$ cat src/rtl/particle_pool_engine_macros.svh
// Assertion macros shared by the particle pool engine modules.
`ifndef PARTICLE_POOL_ENGINE_MACROS_SVH
`define PARTICLE_POOL_ENGINE_MACROS_SVH
`ifndef SYNTH
`define PPE_ASSERT_IMP(lbl, ante, cons, msg) \
    lbl: assert property (@(posedge clk) disable iff (!rst_n) (ante) |-> (cons)) \
        else $error(msg);
`define PPE_ASSERT_NXT(lbl, ante, cons, msg) \
    lbl: assert property (@(posedge clk) disable iff (!rst_n) (ante) |=> (cons)) \
        else $error(msg);
`else
`define PPE_ASSERT_IMP(lbl, ante, cons, msg)
`define PPE_ASSERT_NXT(lbl, ante, cons, msg)
`endif
`endif

$ cat src/rtl/ppe_pkg.sv
// Package with the types, constants and helpers of the particle pool engine.
package ppe_pkg;

    localparam int POOL_SLOTS = 64;
    localparam int SLOT_W     = (POOL_SLOTS > 1) ? $clog2(POOL_SLOTS) : 1;
    localparam int CFG_IDX_W  = 4;

    localparam logic [CFG_IDX_W-1:0] CFG_CAMERA_X    = 4'd0;
    localparam logic [CFG_IDX_W-1:0] CFG_CAMERA_Y    = 4'd1;
    localparam logic [CFG_IDX_W-1:0] CFG_CAMERA_Z    = 4'd2;
    localparam logic [CFG_IDX_W-1:0] CFG_EMITTER_X   = 4'd3;
    localparam logic [CFG_IDX_W-1:0] CFG_EMITTER_Y   = 4'd4;
    localparam logic [CFG_IDX_W-1:0] CFG_EMITTER_Z   = 4'd5;
    localparam logic [CFG_IDX_W-1:0] CFG_GRAVITY     = 4'd6;
    localparam logic [CFG_IDX_W-1:0] CFG_SPAWN_LIFE  = 4'd7;

    localparam logic signed [31:0] EMITTER_Z_RST  = -32'sd1310720;
    localparam logic signed [31:0] GRAVITY_RST    = -32'sd642908;
    localparam logic [30:0]        SPAWN_LIFE_RST = 31'd327680;

    localparam logic KIND_SPAWN = 1'b0;
    localparam logic KIND_TICK  = 1'b1;

    typedef enum logic [3:0] {
        ST_IDLE,
        ST_GRAV,
        ST_SP_SCAN,
        ST_SP_WRITE,
        ST_TK_SCAN,
        ST_TK_LOAD,
        ST_TK_MUL,
        ST_TK_POS,
        ST_TK_WB,
        ST_D_DIFF,
        ST_D_SQ,
        ST_D_SUM,
        ST_PUSH,
        ST_FLUSH
    } state_t;

    typedef struct packed {
        logic load_in;
        logic grav;
        logic step;
        logic sp_take;
        logic sp_write;
        logic tk_load;
        logic tk_mul;
        logic tk_pos;
        logic tk_wb;
        logic d_diff;
        logic d_sq;
        logic d_sum;
        logic push;
        logic flush;
    } ctl_t;

    typedef struct packed {
        logic kind;
        logic free_hit;
        logic act_hit;
        logic scan_end;
        logic idx_end;
        logic life_pos;
    } sts_t;

    function automatic logic signed [31:0] sat32(input logic signed [33:0] x);
        logic signed [31:0] r;
        if (x > 34'sd2147483647)
            r = 32'sh7FFFFFFF;
        else if (x < -34'sd2147483648)
            r = 32'sh80000000;
        else
            r = x[31:0];
        return r;
    endfunction

endpackage

$ cat src/rtl/ppe_ctrl.sv
// Controller state machine of the particle pool engine.
`include "particle_pool_engine_macros.svh"
module ppe_ctrl
    import ppe_pkg::*;
(
    input  logic clk,
    input  logic rst_n,
    input  logic start,
    input  logic kind,
    output logic busy,
    input  sts_t sts,
    output ctl_t ctl
);

    state_t state_reg;
    state_t state_next;

    always_ff @(posedge clk or negedge rst_n)
    begin
        if (!rst_n)
        begin
            state_reg <= ST_IDLE;
        end
        else
        begin
            state_reg <= state_next;
        end
    end

    always_comb
    begin
        state_next = state_reg;
        ctl        = '0;
        case (state_reg)
            ST_IDLE:
            begin
                if (start)
                begin
                    ctl.load_in = 1'b1;
                    state_next  = (kind == KIND_TICK) ? ST_GRAV : ST_SP_SCAN;
                end
            end
            ST_GRAV:
            begin
                ctl.grav   = 1'b1;
                state_next = ST_TK_SCAN;
            end
            ST_SP_SCAN:
            begin
                if (sts.free_hit || sts.scan_end)
                begin
                    ctl.sp_take = 1'b1;
                    state_next  = ST_SP_WRITE;
                end
                else
                begin
                    ctl.step = 1'b1;
                end
            end
            ST_SP_WRITE:
            begin
                ctl.sp_write = 1'b1;
                state_next   = ST_D_DIFF;
            end
            ST_TK_SCAN:
            begin
                if (sts.act_hit)
                begin
                    state_next = ST_TK_LOAD;
                end
                else if (sts.idx_end)
                begin
                    state_next = ST_FLUSH;
                end
                else
                begin
                    ctl.step = 1'b1;
                end
            end
            ST_TK_LOAD:
            begin
                ctl.tk_load = 1'b1;
                state_next  = sts.life_pos ? ST_TK_MUL : ST_PUSH;
            end
            ST_TK_MUL:
            begin
                ctl.tk_mul = 1'b1;
                state_next = ST_TK_POS;
            end
            ST_TK_POS:
            begin
                ctl.tk_pos = 1'b1;
                state_next = ST_TK_WB;
            end
            ST_TK_WB:
            begin
                ctl.tk_wb  = 1'b1;
                state_next = ST_D_DIFF;
            end
            ST_D_DIFF:
            begin
                ctl.d_diff = 1'b1;
                state_next = ST_D_SQ;
            end
            ST_D_SQ:
            begin
                ctl.d_sq   = 1'b1;
                state_next = ST_D_SUM;
            end
            ST_D_SUM:
            begin
                ctl.d_sum  = 1'b1;
                state_next = ST_PUSH;
            end
            ST_PUSH:
            begin
                ctl.push = 1'b1;
                if (sts.kind == KIND_SPAWN || sts.idx_end)
                begin
                    state_next = ST_FLUSH;
                end
                else
                begin
                    ctl.step   = 1'b1;
                    state_next = ST_TK_SCAN;
                end
            end
            ST_FLUSH:
            begin
                ctl.flush  = 1'b1;
                state_next = ST_IDLE;
            end
            default:
            begin
                state_next = ST_IDLE;
            end
        endcase
    end

    assign busy = (state_reg != ST_IDLE);

    `PPE_ASSERT_IMP(a_push_flush_excl, ctl.push, !ctl.flush, "push and flush together")
    `PPE_ASSERT_NXT(a_start_busy, start && !busy, busy, "accepted item did not raise busy")
    `PPE_ASSERT_IMP(a_idle_quiet, !busy, !ctl.push && !ctl.flush, "result command while idle")

endmodule

$ cat config.mk
export PLATFORM = sky130hd
export DESIGN_NAME = ppe_ctrl
export DESIGN_NICKNAME = d
export VERILOG_FILES = /design/src/rtl/ppe_pkg.sv /design/src/rtl/ppe_ctrl.sv
export VERILOG_INCLUDE_DIRS = /design/src /design/src/rtl
export SDC_FILE = /design/constraint.sdc
export NUM_CORES = 1
export LEC_CHECK = 0
export BUFFER_PORTS_ARGS = -buffer_cell sky130_fd_sc_hd__buf_2
export CAP_MARGIN = 20
export CORE_AREA = 3 3 40 42
export DETAILED_ROUTE_END_ITERATION = 6
export DIE_AREA = 0 0 43 45
export HOLD_SLACK_MARGIN = 0.08
export SLEW_MARGIN = 10
export SYNTH_ARGS = -nofsm -noshare
export SYNTH_HDL_FRONTEND = slang
export SYNTH_SLANG_ARGS = --single-unit
$ cat constraint.sdc
create_clock -name clk -period 2.3 [get_ports clk]
set_input_delay 0.69 -clock clk [delete_from_list [all_inputs] [get_ports clk]]
set_output_delay 0.69 -clock clk [all_outputs]
set_load 0.005 [all_outputs]
# [Word-level counts from Yosys, hierarchy flattened]
# Cells that the tools add are included.
[word_totals] ff_bits=4 inputBits=10 out_inout_bits=15
[classes] eq_ne=16 muxes=28 bitwise=1 reduce_logical=6
[op_table] cell="$pmux W4 S12" n=1
[op_table] cell="$eq A4 B4 Y1 const B" n=6
[op_table] cell="$mux W4" n=6
[op_table] cell="$mux W1" n=19
[op_table] cell="$eq A4 B3 Y1 const B" n=4
[op_table] cell="$eq A4 B2 Y1 const B" n=2
[op_table] cell="$eq A4 B1 Y1 const B" n=1
[op_table] cell="$logic_not A4 Y1" n=1
[op_table] cell="$ne A2 B2 Y1 const B" n=2
[op_table] cell="$reduce_bool A4 Y1" n=1
[op_table] cell="$ne A3 B3 Y1 const B" n=1
[op_table] cell="$pmux W1 S3" n=1
[op_table] cell="$reduce_and A3 Y1" n=1
[op_table] cell="$logic_or A1 B1 Y1" n=2
[op_table] cell="$mux W2" n=1
[op_table] cell="$reduce_or A2 Y1" n=1
[op_table] cell="$not A1 Y1" n=1

# [Longest topological paths before layout]
[depth] ltp_word=4 ltp_mapped=5

# [Worst setup path after synthesis]
# Ideal clock, no wire load.
[synth_timing] path_type="input-to-output" start="input sts[3] (netlist name)" end="output ctl[11] (netlist name)" arrival_ns=1.247 t_required_ns=1.610 setup_slack_ns=0.363 cell_stages=3 path_cell_list="nor3_1 a32oi_2 nand2_1"
[synth_lines] item="start: declaration" line_no="ppe_ctrl.sv:11" text="input sts_t sts,"
[synth_lines] item="end: declaration" line_no="ppe_ctrl.sv:12" text="output ctl_t ctl"

==> results.py <==
metrics = {
    "status": {
        "outcome": "finished clean",
    },
    "setup_path": {
        "cp_slowest_stage_delay_ns": 0.49,
        "start_kind": "flop",
        "crit_chain": "and2b_1 > a32oi_2 > nand2_1 > buf_2",
        "path_max_fanout": 14,
        "crit_family": "flip-flops",
        "worst-endpoint-arrival_ns": 1.44,
        "crit_path_end_kind": "output pin",
        "critical_path_class": "reg -> out",
        "path_buf_inv": 1,
        "critPathSlowestCell": "dfrtp_2",
        "crit_required_ns": 1.61,
    },
    "power": {
        "leakage_nw": 0.3014,
        "cellPowerDensity_mw_per_mm2": 1252,
        "ir_drop_mv": 0.5387,
        "total_power_mw": 0.7569,
    },
    "placement": {
        "place_inst": 100,
        "placed_cell_area_um2": 580.6,
        "portBuffers": 24,
        "dpl.hpwl_um": 931.2,
        "gp_congestion": 0.7874,
    },
    "route": {
        "drt_iter0_markers": 10,
        "final_antenna_net_count": 0,
        "vias": 552,
        "wirelength_um": 1254,
        "wl_per_cell_um": 12.17,
        "vias_per_cell": 5.359,
        "remaining_drc_errors": 0,
        "first_pass_iters": 4,
    },
    "clock_network": {
        "clk_latency_ns": 0.24,
        "cts_tree": "yes",
        "clk_pin_slew_ns": 0.04,
        "htree_levels": 1,
        "cts_root_buf": "clkbuf_4",
        "clkSinkCount": 4,
        "clockBufferDepth": 2,
        "cts_buffers": 3,
        "hold_buffers": 0,
    },
    "finish": {
        "final_util_pct": 47.03,
        "multiInputGateArea_um2": 311.5,
        "design_area_um2": 604.3,
        "final_cells": 103,
        "antenna_cells": 0,
        "fillCellCount": 148,
        "fin_nets": 100,
        "drive_gt1_share_pct": 40.91,
        "syn2layout_area_growth_pct": 36.06,
        "layout.area.seq_um2": 101.3,
        "largest_reg_flops": 4,
    },
    "yosys": {
        "synth_cell_types": 24,
        "ys_top_cells_by_area": "dfrtp_1 23%, nor2_1 9.3%, nor3_1 6.8%",
        "synth.largest_area_cell": "dfrtp_1",
        "syn-cell-area_um2": 444.2,
        "yosys_warnings": 0,
        "syn_area_per_cell_um2": 7.164,
        "ys_seq_area_share_pct": 22.54,
        "netlist.area_leader.share_pct": 22.54,
        "syn-instance-count": 62,
        "syn_nets": 72,
        "ys_ff_latch": 4,
    },
    "run": {
        "maxCapViolations": 0,
    },
    "global_route": {
        "gr-total-overflow": 0,
        "grt_max_degree": 15,
        "grt_pass1_vias": 496,
        "antenna_found_initial": 0,
        "grt_pass1_wl_um": 2104,
        "grt_usage_pct": 14.37,
    },
    "sta": {
        "max-slew-margin-rel_pct": 72.32,
        "timing.final.crit_share_pct": 92.39,
        "max_clock_freq_mhz": 470.6,
        "hold_viol": 0,
        "setup_violations": 0,
        "drv_slew": 0,
        "min_period_ns": 2.125,
        "skew_ns": 0.005452,
        "tightest_slew_ns": 0.4152,
        "tns_ns": 0,
        "rsz0062_at_grt": "no",
    },
    "floorplan": {
        "ios": 25,
        "dieWidth_um": 43,
        "core_region_area_mm2": 0.001285,
        "start_util_pct": 34.57,
        "die_h_um": 45,
        "num_rows": 13,
        "die_area_mm2": 0.001935,
    },
    "hold_path": {
        "min_path_type": "in -> async",
    },
}
## worst paths after layout
check | start | end | slack [ns] | depth (start not counted)
setup / recovery | state_reg[2]$_DFFE_PN0P_ | ctl[11] | 0.17 | 4
hold / removal | rst_n | state_reg[1]$_DFFE_PN0P_ | 0.25 | 1
setup reg to reg | state_reg[0]$_DFFE_PN0P_ | state_reg[3]$_DFFE_PN0P_ | 0.87 | 4
hold reg to reg | state_reg[0]$_DFFE_PN0P_ | state_reg[3]$_DFFE_PN0P_ | 0.78 | 2
max in group asynchronous | rst_n | state_reg[2]$_DFFE_PN0P_ | 1.93 | 1
min in group clk | state_reg[0]$_DFFE_PN0P_ | state_reg[3]$_DFFE_PN0P_ | 0.78 | 2
## logic make-up after synthesis
group | Yosys count | synth area share [%]
buf+inv | 6 | 7.324
compound gates | 16 | 28.45
mux | 1 | 2.535
flops | 4 | 22.54
simple gates | 35 | 39.16
## power breakdown
part	total [mW]	switching [mW]	internal, mW	leakage [nW]
clock	0.0874	0.0290	0.0584	0.0138
combinational	0.460	0.235	0.226	0.239
sequential	0.209	0.103	0.107	0.0487
## cell usage after synthesis
cell	instances
buf_2	2
a21boi_0	1
nand2_1	7
and2b_1	1
o21ai_0	2
nor2_1	11
nor2b_1	2
nand3_1	2
inv_1	2
mux2_2	1
a32oi_2	1
a2bb2oi_1	1
nor3_1	6
a31oi_1	2
buf_4	2
o22ai_1	2
a311oi_2	1
nand2b_1	4
a21oi_1	4
o221ai_2	1
o22a_1	1
dfrtp_1	4
nor4b_2	1
and3_1	1
## cells in the final DEF (no fill, tap or decap)
| master | n |
|---|---|
| inv_1 | 2 |
| nor2_1 | 11 |
| buf_2 | 24 |
| a21oi_1 | 4 |
| and2b_1 | 1 |
| nor3_1 | 6 |
| o22a_1 | 1 |
| a32oi_2 | 1 |
| o21ai_0 | 2 |
| nand2_1 | 7 |
| mux2_2 | 1 |
| dfrtp_1 | 3 |
| o22ai_1 | 2 |
| nand3_1 | 2 |
| and3_1 | 1 |
| a31oi_1 | 2 |
| clkbuf_4 | 3 |
| dfrtp_2 | 1 |
| buf_4 | 3 |
| o221ai_2 | 1 |
| nor4b_2 | 1 |
| a2bb2oi_1 | 1 |
| nand2b_1 | 4 |
| a311oi_2 | 1 |
| nor2b_1 | 2 |
| a21boi_0 | 1 |
## final cells by class
| cell class | instances | area share (%) |
|---|---|---|
| multi-input combinational | 52 | 51.55 |
| sequential | 4 | 16.77 |
| tap | 15 | 3.106 |
| timing repair buffer | 27 | 23.60 |
| clock buffer | 3 | 3.727 |
| inverter | 2 | 1.242 |
## through the flow
stage / worst slack [ns] / hold slack, ns
final: 0.1750 / 0.2452
after global routing: 0.05550 / 0.2528
after CTS: 0.09605 / 0.2483
after detailed placement: 0.2561 / 0.4975
after global placement: 0.2769 / 0.4956
after floorplan: 0.3627 / 0.3944
## worst register-to-register path: cells and delay by family, from the launching register on
family,cells,cell delay [ns]
simple gates,2,0.50
compound gates,2,0.28
flops,1,0.52
## layer usage
metal | GRT usage, % | wire, um | vias up
li1 | - | - | 274
met3 | 2.789 | 119 | 5
met1 | 18.73 | 546 | 246
met2 | 22.75 | 557 | 27
met4 | 7.229 | 31 | 0
met5 | 0 | 0 | -
## repair_timing
item	in CTS	in global routing
setup buffers	0	0
setup endpoints to repair	0	1
resized for setup	0	1
No activity file was read; power rests on OpenSTA's default activity.
